<file path="src/hdl/sbte_pkg.sv">
package sbte_pkg;

  // command codes of an input item
  typedef enum logic [1:0] {
    CMD_START = 2'd0,
    CMD_BYTE  = 2'd1,
    CMD_TICK  = 2'd2
  } cmd_e;

  // transaction status codes
  typedef enum logic [1:0] {
    ST_OK      = 2'd0,
    ST_CSUM    = 2'd1,
    ST_IDMIS   = 2'd2,
    ST_TIMEOUT = 2'd3
  } status_e;

  typedef enum logic {
    PH_IDLE = 1'b0,
    PH_WAIT = 1'b1
  } phase_e;

  // status reply parser steps
  typedef enum logic [2:0] {
    PS_HDR1 = 3'd0,
    PS_HDR2 = 3'd1,
    PS_ID   = 3'd2,
    PS_LEN  = 3'd3,
    PS_ERR  = 3'd4,
    PS_P1   = 3'd5,
    PS_P2   = 3'd6,
    PS_CSUM = 3'd7
  } parse_e;

  localparam logic KIND_BYTE = 1'b0;
  localparam logic KIND_DONE = 1'b1;

  localparam logic [7:0] HDR_BYTE = 8'hFF;
  localparam logic [7:0] BCAST_ID = 8'hFE;
  localparam logic [7:0] LEN_BASE = 8'd2;

  // frame bytes ahead of the parameters: FF FF id length instruction
  localparam logic [3:0] FRAME_FIXED = 4'd5;

  localparam int unsigned CfgIdxW = 1;
  localparam logic [CfgIdxW-1:0] CFG_ANSWER_WAIT = 1'b0;
  localparam logic [CfgIdxW-1:0] CFG_RETRY_LIMIT = 1'b1;

  localparam logic [15:0] WAIT_RST  = 16'd20;
  localparam logic [3:0]  RETRY_RST = 4'd3;

  // inverted sum over id, length, instruction and the parameter bytes sent
  function automatic logic [7:0] frame_csum(input logic [7:0]  id,
                                            input logic [7:0]  instr,
                                            input logic [7:0]  addr,
                                            input logic [15:0] arg,
                                            input logic [1:0]  cnt);
    logic [7:0] sum;
    sum = id + (LEN_BASE + {6'd0, cnt}) + instr;
    if (cnt > 2'd0) sum = sum + addr;
    if (cnt > 2'd1) sum = sum + arg[7:0];
    if (cnt > 2'd2) sum = sum + arg[15:8];
    return ~sum;
  endfunction

endpackage

</file>
<file path="src/hdl/sbte_in_if.sv">
interface sbte_in_if;
  logic        valid;
  logic        ready;
  logic [1:0]  cmd;
  logic [7:0]  device_id;
  logic [7:0]  instruction;
  logic [7:0]  reg_address;
  logic [15:0] argument;
  logic [1:0]  param_count;
  logic [7:0]  rx_byte;

  modport source (
    output valid, cmd, device_id, instruction, reg_address, argument, param_count, rx_byte,
    input  ready
  );
  modport sink (
    input  valid, cmd, device_id, instruction, reg_address, argument, param_count, rx_byte,
    output ready
  );
endinterface

</file>
<file path="src/hdl/sbte_out_if.sv">
interface sbte_out_if;
  logic        valid;
  logic        ready;
  logic        kind;
  logic [7:0]  tx_byte;
  logic        last;
  logic [1:0]  status;
  logic [15:0] read_value;
  logic [7:0]  device_error;

  modport source (
    output valid, kind, tx_byte, last, status, read_value, device_error,
    input  ready
  );
  modport sink (
    input  valid, kind, tx_byte, last, status, read_value, device_error,
    output ready
  );
endinterface

</file>
<file path="src/hdl/servo_bus_transaction_engine_unit.sv">
// servo bus transaction engine, one half-duplex request/status exchange at a time
//
// in_i takes items of three kinds: a start request (id, instruction, up to three
// parameter bytes), a byte received from the bus, and a one millisecond tick.
// out_o gives result items: frame bytes to transmit (FF FF id len instr params
// checksum) and one finished item with status, read value and device error.
// the last result caused by an input item is flagged with last.
// the first result of an item shows in the cycle after it is accepted;
// its results then leave one per cycle while the receiver is ready
// (a start emits 6 + param_count bytes, plus one finished item on broadcast).
// a new item is taken in the same cycle that the last result of the previous
// one is taken, and at once whenever nothing is pending; items that cause no
// result leave nothing pending.
// a stalled receiver holds the current result and the input side waits.
// cfg_we_i writes answer_wait_ms (index 0) or retry_limit (index 1).
// reset: registers go to 20 ms and 3 retries, the engine goes idle with the
// parser hunting the first header byte and nothing pending on out_o.
module servo_bus_transaction_engine_unit
  import sbte_pkg::*;
(
  input  logic               clk_i,
  input  logic               rst_ni,
  input  logic               cfg_we_i,
  input  logic [CfgIdxW-1:0] cfg_idx_i,
  input  logic [15:0]        cfg_data_i,
  sbte_in_if.sink            in_i,
  sbte_out_if.source         out_o
);

  // configuration
  logic [15:0] wait_q;
  logic [3:0]  retry_q;

  // transaction state
  phase_e      phase_q, phase_d;
  parse_e      parse_q, parse_d;
  logic [3:0]  attempt_q, attempt_d;
  logic [15:0] elapsed_q, elapsed_d;

  // saved request
  logic [7:0]  sid_q, sid_d;
  logic [7:0]  sinstr_q, sinstr_d;
  logic [7:0]  saddr_q, saddr_d;
  logic [15:0] sarg_q, sarg_d;
  logic [1:0]  scnt_q, scnt_d;

  // reply fields: id, length, error, first and second parameter
  logic [7:0]  rid_q, rid_d;
  logic [7:0]  rlen_q, rlen_d;
  logic [7:0]  rerr_q, rerr_d;
  logic [7:0]  rp1_q, rp1_d;
  logic [7:0]  rp2_q, rp2_d;

  // result job: optional frame, then optional finished item
  logic        frame_q, frame_d;
  logic        fin_q, fin_d;
  status_e     fin_st_q, fin_st_d;
  logic [15:0] fin_val_q, fin_val_d;
  logic [7:0]  fin_err_q, fin_err_d;
  logic [7:0]  csum_q, csum_d;
  logic [3:0]  idx_q, idx_d;

  logic        in_acc, out_acc;
  logic        frame_end, out_last;
  logic [7:0]  frame_byte;
  logic [7:0]  frame_len;
  logic [7:0]  reply_sum;
  logic        do_fail, do_send;
  status_e     fail_st;

  // ---------------------------------------------------------------------------
  // output side: walk the frame bytes, then the finished item
  // ---------------------------------------------------------------------------
  assign frame_len = LEN_BASE + {6'd0, scnt_q};
  assign frame_end = (idx_q == FRAME_FIXED + {2'd0, scnt_q});
  assign out_last  = frame_q ? (frame_end && !fin_q) : 1'b1;

  always_comb begin
    case (idx_q)
      4'd0, 4'd1: frame_byte = HDR_BYTE;
      4'd2:       frame_byte = sid_q;
      4'd3:       frame_byte = frame_len;
      4'd4:       frame_byte = sinstr_q;
      4'd5:       frame_byte = (scnt_q > 2'd0) ? saddr_q : csum_q;
      4'd6:       frame_byte = (scnt_q > 2'd1) ? sarg_q[7:0] : csum_q;
      4'd7:       frame_byte = (scnt_q > 2'd2) ? sarg_q[15:8] : csum_q;
      default:    frame_byte = csum_q;
    endcase
  end

  assign out_o.valid        = frame_q | fin_q;
  assign out_o.kind         = frame_q ? KIND_BYTE : KIND_DONE;
  assign out_o.tx_byte      = frame_q ? frame_byte : 8'd0;
  assign out_o.last         = out_last;
  assign out_o.status       = frame_q ? ST_OK : fin_st_q;
  assign out_o.read_value   = frame_q ? 16'd0 : fin_val_q;
  assign out_o.device_error = frame_q ? 8'd0 : fin_err_q;

  // take a new item when idle or when the last pending result leaves now
  assign in_i.ready = !(frame_q | fin_q) | (out_o.ready & out_last);
  assign in_acc     = in_i.valid & in_i.ready;
  assign out_acc    = out_o.valid & out_o.ready;

  // reply checksum over the five captured fields
  assign reply_sum = ~(rid_q + rlen_q + rerr_q + rp1_q + rp2_q);

  // ---------------------------------------------------------------------------
  // item processing: next state and the job it leaves behind
  // ---------------------------------------------------------------------------
  always_comb begin
    phase_d   = phase_q;
    parse_d   = parse_q;
    attempt_d = attempt_q;
    elapsed_d = elapsed_q;
    sid_d     = sid_q;
    sinstr_d  = sinstr_q;
    saddr_d   = saddr_q;
    sarg_d    = sarg_q;
    scnt_d    = scnt_q;
    rid_d     = rid_q;
    rlen_d    = rlen_q;
    rerr_d    = rerr_q;
    rp1_d     = rp1_q;
    rp2_d     = rp2_q;
    frame_d   = frame_q;
    fin_d     = fin_q;
    fin_st_d  = fin_st_q;
    fin_val_d = fin_val_q;
    fin_err_d = fin_err_q;
    idx_d     = idx_q;
    do_fail   = 1'b0;
    do_send   = 1'b0;
    fail_st   = ST_OK;

    // advance through the pending job
    if (out_acc) begin
      if (frame_q) begin
        if (frame_end) begin
          frame_d = 1'b0;
        end else begin
          idx_d = idx_q + 4'd1;
        end
      end else begin
        fin_d = 1'b0;
      end
    end

    if (in_acc) begin
      // a fresh job replaces the finished one
      frame_d   = 1'b0;
      fin_d     = 1'b0;
      idx_d     = 4'd0;
      fin_st_d  = ST_OK;
      fin_val_d = 16'd0;
      fin_err_d = 8'd0;

      unique case (cmd_e'(in_i.cmd))
        CMD_START: begin
          if (phase_q == PH_IDLE) begin
            sid_d     = in_i.device_id;
            sinstr_d  = in_i.instruction;
            saddr_d   = in_i.reg_address;
            sarg_d    = in_i.argument;
            scnt_d    = in_i.param_count;
            attempt_d = 4'd0;
            do_send   = 1'b1;
            if (in_i.device_id == BCAST_ID) begin
              // broadcast: no reply expected
              fin_d = 1'b1;
            end else begin
              phase_d = PH_WAIT;
            end
          end
        end
        CMD_BYTE: begin
          if (phase_q == PH_WAIT) begin
            unique case (parse_q)
              PS_HDR1: if (in_i.rx_byte == HDR_BYTE) parse_d = PS_HDR2;
              PS_HDR2: parse_d = (in_i.rx_byte == HDR_BYTE) ? PS_ID : PS_HDR1;
              PS_ID: begin
                rid_d   = in_i.rx_byte;
                parse_d = PS_LEN;
              end
              PS_LEN: begin
                rlen_d  = in_i.rx_byte;
                parse_d = PS_ERR;
              end
              PS_ERR: begin
                rerr_d  = in_i.rx_byte;
                parse_d = (rlen_q > 8'd2) ? PS_P1 : PS_CSUM;
              end
              PS_P1: begin
                rp1_d   = in_i.rx_byte;
                parse_d = (rlen_q > 8'd3) ? PS_P2 : PS_CSUM;
              end
              PS_P2: begin
                rp2_d   = in_i.rx_byte;
                parse_d = PS_CSUM;
              end
              default: begin
                if (reply_sum != in_i.rx_byte) begin
                  do_fail = 1'b1;
                  fail_st = ST_CSUM;
                end else if (rid_q != sid_q) begin
                  do_fail = 1'b1;
                  fail_st = ST_IDMIS;
                end else begin
                  fin_d     = 1'b1;
                  fin_val_d = {rp2_q, rp1_q};
                  fin_err_d = rerr_q;
                  phase_d   = PH_IDLE;
                  parse_d   = PS_HDR1;
                end
              end
            endcase
          end
        end
        CMD_TICK: begin
          if (phase_q == PH_WAIT) begin
            if (elapsed_q >= wait_q) begin
              do_fail = 1'b1;
              fail_st = ST_TIMEOUT;
            end else begin
              elapsed_d = elapsed_q + 16'd1;
            end
          end
        end
        default: ; // unused command code is dropped
      endcase

      // failed attempt: resend while retries remain, else report
      if (do_fail) begin
        if (attempt_q < retry_q) begin
          attempt_d = attempt_q + 4'd1;
          do_send   = 1'b1;
        end else begin
          fin_d    = 1'b1;
          fin_st_d = fail_st;
          phase_d  = PH_IDLE;
          parse_d  = PS_HDR1;
        end
      end

      // a sent frame restarts the reply parser and the tick count
      if (do_send) begin
        frame_d   = 1'b1;
        parse_d   = PS_HDR1;
        elapsed_d = 16'd0;
        rid_d     = 8'd0;
        rlen_d    = 8'd0;
        rerr_d    = 8'd0;
        rp1_d     = 8'd0;
        rp2_d     = 8'd0;
      end
    end
  end

  // checksum of the frame that goes out, from the request it carries
  assign csum_d = frame_csum(sid_d, sinstr_d, saddr_d, sarg_d, scnt_d);

  // ---------------------------------------------------------------------------
  // registers
  // ---------------------------------------------------------------------------
  always_ff @(posedge clk_i or negedge rst_ni) begin
    if (!rst_ni) begin
      wait_q  <= WAIT_RST;
      retry_q <= RETRY_RST;
    end else if (cfg_we_i) begin
      unique case (cfg_idx_i)
        CFG_ANSWER_WAIT: wait_q  <= cfg_data_i;
        CFG_RETRY_LIMIT: retry_q <= cfg_data_i[3:0];
        default: ;
      endcase
    end
  end

  always_ff @(posedge clk_i or negedge rst_ni) begin
    if (!rst_ni) begin
      phase_q   <= PH_IDLE;
      parse_q   <= PS_HDR1;
      attempt_q <= 4'd0;
      elapsed_q <= 16'd0;
      sid_q     <= 8'd0;
      sinstr_q  <= 8'd0;
      saddr_q   <= 8'd0;
      sarg_q    <= 16'd0;
      scnt_q    <= 2'd0;
      rid_q     <= 8'd0;
      rlen_q    <= 8'd0;
      rerr_q    <= 8'd0;
      rp1_q     <= 8'd0;
      rp2_q     <= 8'd0;
      frame_q   <= 1'b0;
      fin_q     <= 1'b0;
      idx_q     <= 4'd0;
    end else begin
      phase_q   <= phase_d;
      parse_q   <= parse_d;
      attempt_q <= attempt_d;
      elapsed_q <= elapsed_d;
      sid_q     <= sid_d;
      sinstr_q  <= sinstr_d;
      saddr_q   <= saddr_d;
      sarg_q    <= sarg_d;
      scnt_q    <= scnt_d;
      rid_q     <= rid_d;
      rlen_q    <= rlen_d;
      rerr_q    <= rerr_d;
      rp1_q     <= rp1_d;
      rp2_q     <= rp2_d;
      frame_q   <= frame_d;
      fin_q     <= fin_d;
      idx_q     <= idx_d;
    end
  end

  // result payload, no reset needed
  always_ff @(posedge clk_i) begin
    fin_st_q  <= fin_st_d;
    fin_val_q <= fin_val_d;
    fin_err_q <= fin_err_d;
    if (in_acc) csum_q <= csum_d;
  end

  // ---------------------------------------------------------------------------
  // assertions
  // ---------------------------------------------------------------------------
  a_idle_hunts: assert property (@(posedge clk_i) disable iff (!rst_ni)
    phase_q == PH_IDLE |-> parse_q == PS_HDR1)
    else $error("engine idle while the reply parser is mid-frame");

  a_start_sends: assert property (@(posedge clk_i) disable iff (!rst_ni)
    in_acc && in_i.cmd == CMD_START && phase_q == PH_IDLE |=> frame_q && idx_q == 4'd0)
    else $error("start request did not begin a frame");

  a_idx_range: assert property (@(posedge clk_i) disable iff (!rst_ni)
    frame_q |-> idx_q <= FRAME_FIXED + {2'd0, scnt_q})
    else $error("frame byte index past the checksum");

  a_no_gap: assert property (@(posedge clk_i) disable iff (!rst_ni)
    out_acc && !out_last |=> out_o.valid)
    else $error("results of one item were cut short");

endmodule

</file>
<file path="src/flat_wrapper.sv">
// flat-port wrapper written by rule: the top's interface ports become plain ports
module servo_bus_transaction_engine_unit_flat import sbte_pkg::*;
  (clk_i, rst_ni, cfg_we_i, cfg_idx_i, cfg_data_i, in_i_valid, in_i_cmd, in_i_device_id, in_i_instruction, in_i_reg_address, in_i_argument, in_i_param_count, in_i_rx_byte, in_i_ready, out_o_valid, out_o_kind, out_o_tx_byte, out_o_last, out_o_status, out_o_read_value, out_o_device_error, out_o_ready);
  sbte_in_if in_i_i ();
  sbte_out_if out_o_i ();
  input  logic clk_i;
  input  logic rst_ni;
  input  logic cfg_we_i;
  input  logic [CfgIdxW-1:0] cfg_idx_i;
  input  logic [15:0] cfg_data_i;
  input wire logic [$bits(in_i_i.valid)-1:0] in_i_valid;
  input wire logic [$bits(in_i_i.cmd)-1:0] in_i_cmd;
  input wire logic [$bits(in_i_i.device_id)-1:0] in_i_device_id;
  input wire logic [$bits(in_i_i.instruction)-1:0] in_i_instruction;
  input wire logic [$bits(in_i_i.reg_address)-1:0] in_i_reg_address;
  input wire logic [$bits(in_i_i.argument)-1:0] in_i_argument;
  input wire logic [$bits(in_i_i.param_count)-1:0] in_i_param_count;
  input wire logic [$bits(in_i_i.rx_byte)-1:0] in_i_rx_byte;
  output wire logic [$bits(in_i_i.ready)-1:0] in_i_ready;
  output wire logic [$bits(out_o_i.valid)-1:0] out_o_valid;
  output wire logic [$bits(out_o_i.kind)-1:0] out_o_kind;
  output wire logic [$bits(out_o_i.tx_byte)-1:0] out_o_tx_byte;
  output wire logic [$bits(out_o_i.last)-1:0] out_o_last;
  output wire logic [$bits(out_o_i.status)-1:0] out_o_status;
  output wire logic [$bits(out_o_i.read_value)-1:0] out_o_read_value;
  output wire logic [$bits(out_o_i.device_error)-1:0] out_o_device_error;
  input wire logic [$bits(out_o_i.ready)-1:0] out_o_ready;
  assign in_i_i.valid = in_i_valid;
  assign in_i_i.cmd = in_i_cmd;
  assign in_i_i.device_id = in_i_device_id;
  assign in_i_i.instruction = in_i_instruction;
  assign in_i_i.reg_address = in_i_reg_address;
  assign in_i_i.argument = in_i_argument;
  assign in_i_i.param_count = in_i_param_count;
  assign in_i_i.rx_byte = in_i_rx_byte;
  assign in_i_ready = in_i_i.ready;
  assign out_o_valid = out_o_i.valid;
  assign out_o_kind = out_o_i.kind;
  assign out_o_tx_byte = out_o_i.tx_byte;
  assign out_o_last = out_o_i.last;
  assign out_o_status = out_o_i.status;
  assign out_o_read_value = out_o_i.read_value;
  assign out_o_device_error = out_o_i.device_error;
  assign out_o_i.ready = out_o_ready;
  servo_bus_transaction_engine_unit u_core (.clk_i(clk_i), .rst_ni(rst_ni), .cfg_we_i(cfg_we_i), .cfg_idx_i(cfg_idx_i), .cfg_data_i(cfg_data_i), .in_i(in_i_i), .out_o(out_o_i));
endmodule
</file>
<file path="config.mk">
export PLATFORM = sky130hd
export DESIGN_NAME = servo_bus_transaction_engine_unit_flat
export DESIGN_NICKNAME = d
export VERILOG_FILES = /design/src/hdl/sbte_pkg.sv /design/src/hdl/sbte_in_if.sv /design/src/hdl/sbte_out_if.sv /design/src/hdl/servo_bus_transaction_engine_unit.sv /design/src/flat_wrapper.sv
export SDC_FILE = /design/constraint.sdc
export NUM_CORES = 1
export LEC_CHECK = 0
export BUFFER_PORTS_ARGS = -buffer_cell sky130_fd_sc_hd__clkbuf_2
export CORE_MARGIN = 4
export CORE_UTILIZATION = 40
export CTS_BUF_LIST = sky130_fd_sc_hd__clkbuf_16
export DETAILED_ROUTE_END_ITERATION = 8
export GPL_TIMING_DRIVEN = 0
export SETUP_SLACK_MARGIN = 0.1
export SLEW_MARGIN = 25
export SYNTH_ARGS = -nofsm -noshare
export SYNTH_HDL_FRONTEND = slang
export SYNTH_SLANG_ARGS = --single-unit
export TNS_END_PERCENT = 1
</file>
<file path="constraint.sdc">
create_clock -name clk_i -period 9.7 [get_ports clk_i]
set_input_delay 0.97 -clock clk_i [delete_from_list [all_inputs] [get_ports clk_i]]
set_output_delay 0.97 -clock clk_i [all_outputs]
set_load 0.005 [all_outputs]
</file>
==> metrics.md <==
| Metric | Value |
|---|---|
| EDFF count, synth | 34 |
| CP Max Fanout | 10 |
| Avg Synthesized Cell Area | between 9 and 10 um^2 |
| Synth warnings | 0 |
| Main synth FF type | dfrtp_1 |
| Die Ht | about 170 um |
| Setup violators final | 0 |
| Total die area | 30,020 um^2 |
| Total vias in the final route | between 8,000 and 9,000 |
| Pin count of the biggest net entering global routing | a little over 70 |
| FILL cells | 2,538 |
| Drt drc | 0 |
| I/O Pins | between 100 and 150 |
| Yosys cell types | 75 |
| Latest clock arrival within the worst-skew pair | between 0.4 and 0.5 ns |
| Total grt overflow | 0 |
| Final max-slew violation count | 0 |
| Worst-path clk slew | 0.07 ns |
| Synth Instances | 1,105 |
| Max Cap Viol | 0 |
| H-tree Lvls | 4 |
| Via/cell ratio | roughly 5.5 |
| Unrepaired setup endpoints after global routing | false |
| Leak | 5.910 nW |
| CP peak stage delay | ~0.58 ns |
| FFs w/ async S/R, synth | 79.52% |
| Post-Route Setup TNS | 0 ns |
| Initial core utilization | about 41% |
| Status | completed |
| Yosys reg bits | between 150 and 200 |
| Final period util | approximately nine tenths |
| Diodes inserted | 0 |
| First-pass DRT Iterations | 7 |
| Clock Tree Buf Depth | 2 |
| Initial antenna violation count | 0 |
| Post-synth net total | approximately 1,300 |
| Skew final | roughly 0.016 ns |
| P&R area growth vs syn | 14.91% |
| Core Region | ~27,000 um^2 |
| Global-route wire length before repair | approximately 48 mm |
| Worst rel slew slack | about 40% |
| WP buf/inv | 7 |
| CP Launch Type | flop |
| Cell Pwr Density | roughly 220 nW/um^2 |
| Routed WL | ~30 mm |
| Worst-Margin Slew | between 0.8 and 0.9 ns |
| Port buffer count | between 100 and 150 |
| Row count | 60 |
| Final hold violations | 0 |
| CTS sink cnt | ~170 |
| Share of cells above drive strength 1 | about 17% |
| Peak VDD IR | roughly 0.00011 V |
| Post-CTS setup repair buffer count | 0 |
| CP max-delay cell | o211ai_2 |
| Min Tclk post-route | between 8 and 9 ns |
| Vias in the first global route | slightly below 9,000 |
| CP delay by family, top | adder cells |
| DPL Wire Length | between 20 and 25 mm |
| Total power | about 0.0027 W |
| FMAX | around 0.11 GHz |
| Cell Area, Synth | 10,920 um^2 |
| Chip width | between 150 and 200 um |
| Tot GR Track Use | ~20% |
| Worst Setup End Kind | flop |
| Seq/Total Area, Yosys | between 30% and 40% |
| Final ANT Viol Nets | 0 |
| Critical path arrival | 9.01 ns |
| Critical path class | reg -> reg |
| WL/cell | around 19 um |
| Initial DRC Count | 638 |
| CTS root buf | clkbuf_16 |
| Gpl congestion | roughly 0.9 |
| CTS tree | yes |
| TritonCTS buffer count | 17 |
| Nets | approximately 1,400 |
| Hold Path Class | reg -> reg |
| CP required | 9.88 ns |
## through the flow
step                      hold slack, ns  cells  utilization [%]  instance area [um^2]  setup WS [ns]
after floorplan                   0.4647   1105                -                 10920          2.029
final                             0.5135   1591            46.70                 12550         0.8657
after global placement            0.4949   1557            44.30                 11910         0.6006
after CTS                         0.5216   1591            46.68                 12540         0.6108
after detailed placement          0.5042   1559            44.56                 11980         0.5003
after global routing              0.5324   1591            46.70                 12550         0.3799
## kinds of logic after synthesis
family | count (synthesis) | synth area share [%]
simple gates | 364 | 16.62
mux | 55 | 5.395
flops | 166 | 39.63
fa+ha+maj | 98 | 12.94
buf+inv | 105 | 3.837
xor+xnor | 58 | 4.914
compound gates | 259 | 16.66
## final timing paths
kind / slack (ns) / depth (start not counted) / start / endpoint
setup / recovery: 0.87 / 35 / u_core.scnt_q[1] / u_core.csum_q[7]
hold / removal: 0.51 / 1 / u_core.retry_q[3] / u_core.retry_q[3]
setup reg to reg: 0.87 / 35 / u_core.scnt_q[1] / u_core.csum_q[7]
hold reg to reg: 0.51 / 1 / u_core.retry_q[3] / u_core.retry_q[3]
max in group asynchronous: 8.37 / 2 / rst_ni / u_core.retry_q[0]
min in group asynchronous: 0.53 / 1 / rst_ni / u_core.rlen_q[6]
## where the power goes
group	total (W)	internal, W	leakage, nW	switching [W]
combinational	0.00108	0.000468	3.57	0.000616
clock	0.000674	0.000360	0.284	0.000314
sequential	0.000946	0.000824	2.06	0.000122
total	0.00270	0.00165	5.91	0.00105
## area by class of cell
| type | count | area, um^2 | area share (%) |
|---|---|---|---|
| sequential | 166 | 4329 | 34.49 |
| buffer | 34 | 152.6 | 1.216 |
| clock buffer | 17 | 425.4 | 3.389 |
| clock inverter | 15 | 143.9 | 1.146 |
| timing repair buffer | 113 | 611.8 | 4.874 |
| tap | 341 | 426.7 | 3.399 |
| inverter | 71 | 267.8 | 2.133 |
| multi-input combinational | 834 | 6195 | 49.35 |
## sequential cells by signal (all words and copies together), names as in the netlist, 16 cells and up
register / count
u_core.elapsed_q: 16
u_core.fin_val_q: 16
u_core.sarg_q: 16
u_core.wait_q: 16
## metal layers
metal  GRT usage [%]  vias up  part of all wire [%]
li1                -     4247                     -
met3           4.079       33                   5.3
met1           28.45     4180                    48
met5               0        -                     0
met4           5.554        0                   1.8
met2           31.35      239                    45
## synthesized netlist by cell type, types with 11 or more instances
library cell  number  area share [%]
nor3_1            12            0.55
dfrtp_1          128              29
ha_1              73             8.4
mux2i_1           28             2.6
fa_1              25             4.6
and2_1            27             1.5
clkbuf_1          23            0.79
nor2_1            57             2.0
mux2_2            25             2.6
a21o_1            11            0.76
inv_1             68             2.3
o2bb2ai_1         16             1.3
o22ai_1           11            0.63
xnor2_1           30             2.4
and3_1            12            0.69
xor2_1            26             2.1
nor2b_1           36             2.1
a32o_1            17             1.6
nand3_1           20            0.92
nand2_1          139             4.8
edfxtp_1          34             9.3
a21oi_1           60             2.7
o21ai_0           54             2.5
## repair_timing
action / 4_1_cts / 5_1_grt
endpoints found under the setup margin: 0 / 1
hold buffers: 0 / 0
resized for setup: 0 / 1
## placed cells by master (no fill, tap or decap), drive strengths merged, types with 10 or more instances in the layout
master | netlist | final
dfrtp | 128 | 128
edfxtp | 34 | 34
ha | 73 | 73
o22ai | 11 | 11
xnor2 | 30 | 30
and2 | 27 | 27
mux2 | 25 | 25
a32o | 17 | 17
clkbuf | 23 | 151
o21ai | 60 | 60
nor2b | 36 | 36
a21oi | 61 | 61
and3 | 12 | 12
o2bb2ai | 16 | 16
buf | 11 | 13
xor2 | 26 | 26
nand3 | 20 | 20
fa | 25 | 25
nor3 | 14 | 14
nand2 | 139 | 139
a21o | 11 | 11
mux2i | 30 | 30
inv | 68 | 75
nor2 | 57 | 57
nor4 | 10 | 10
Power figures use the tool's default switching activity.
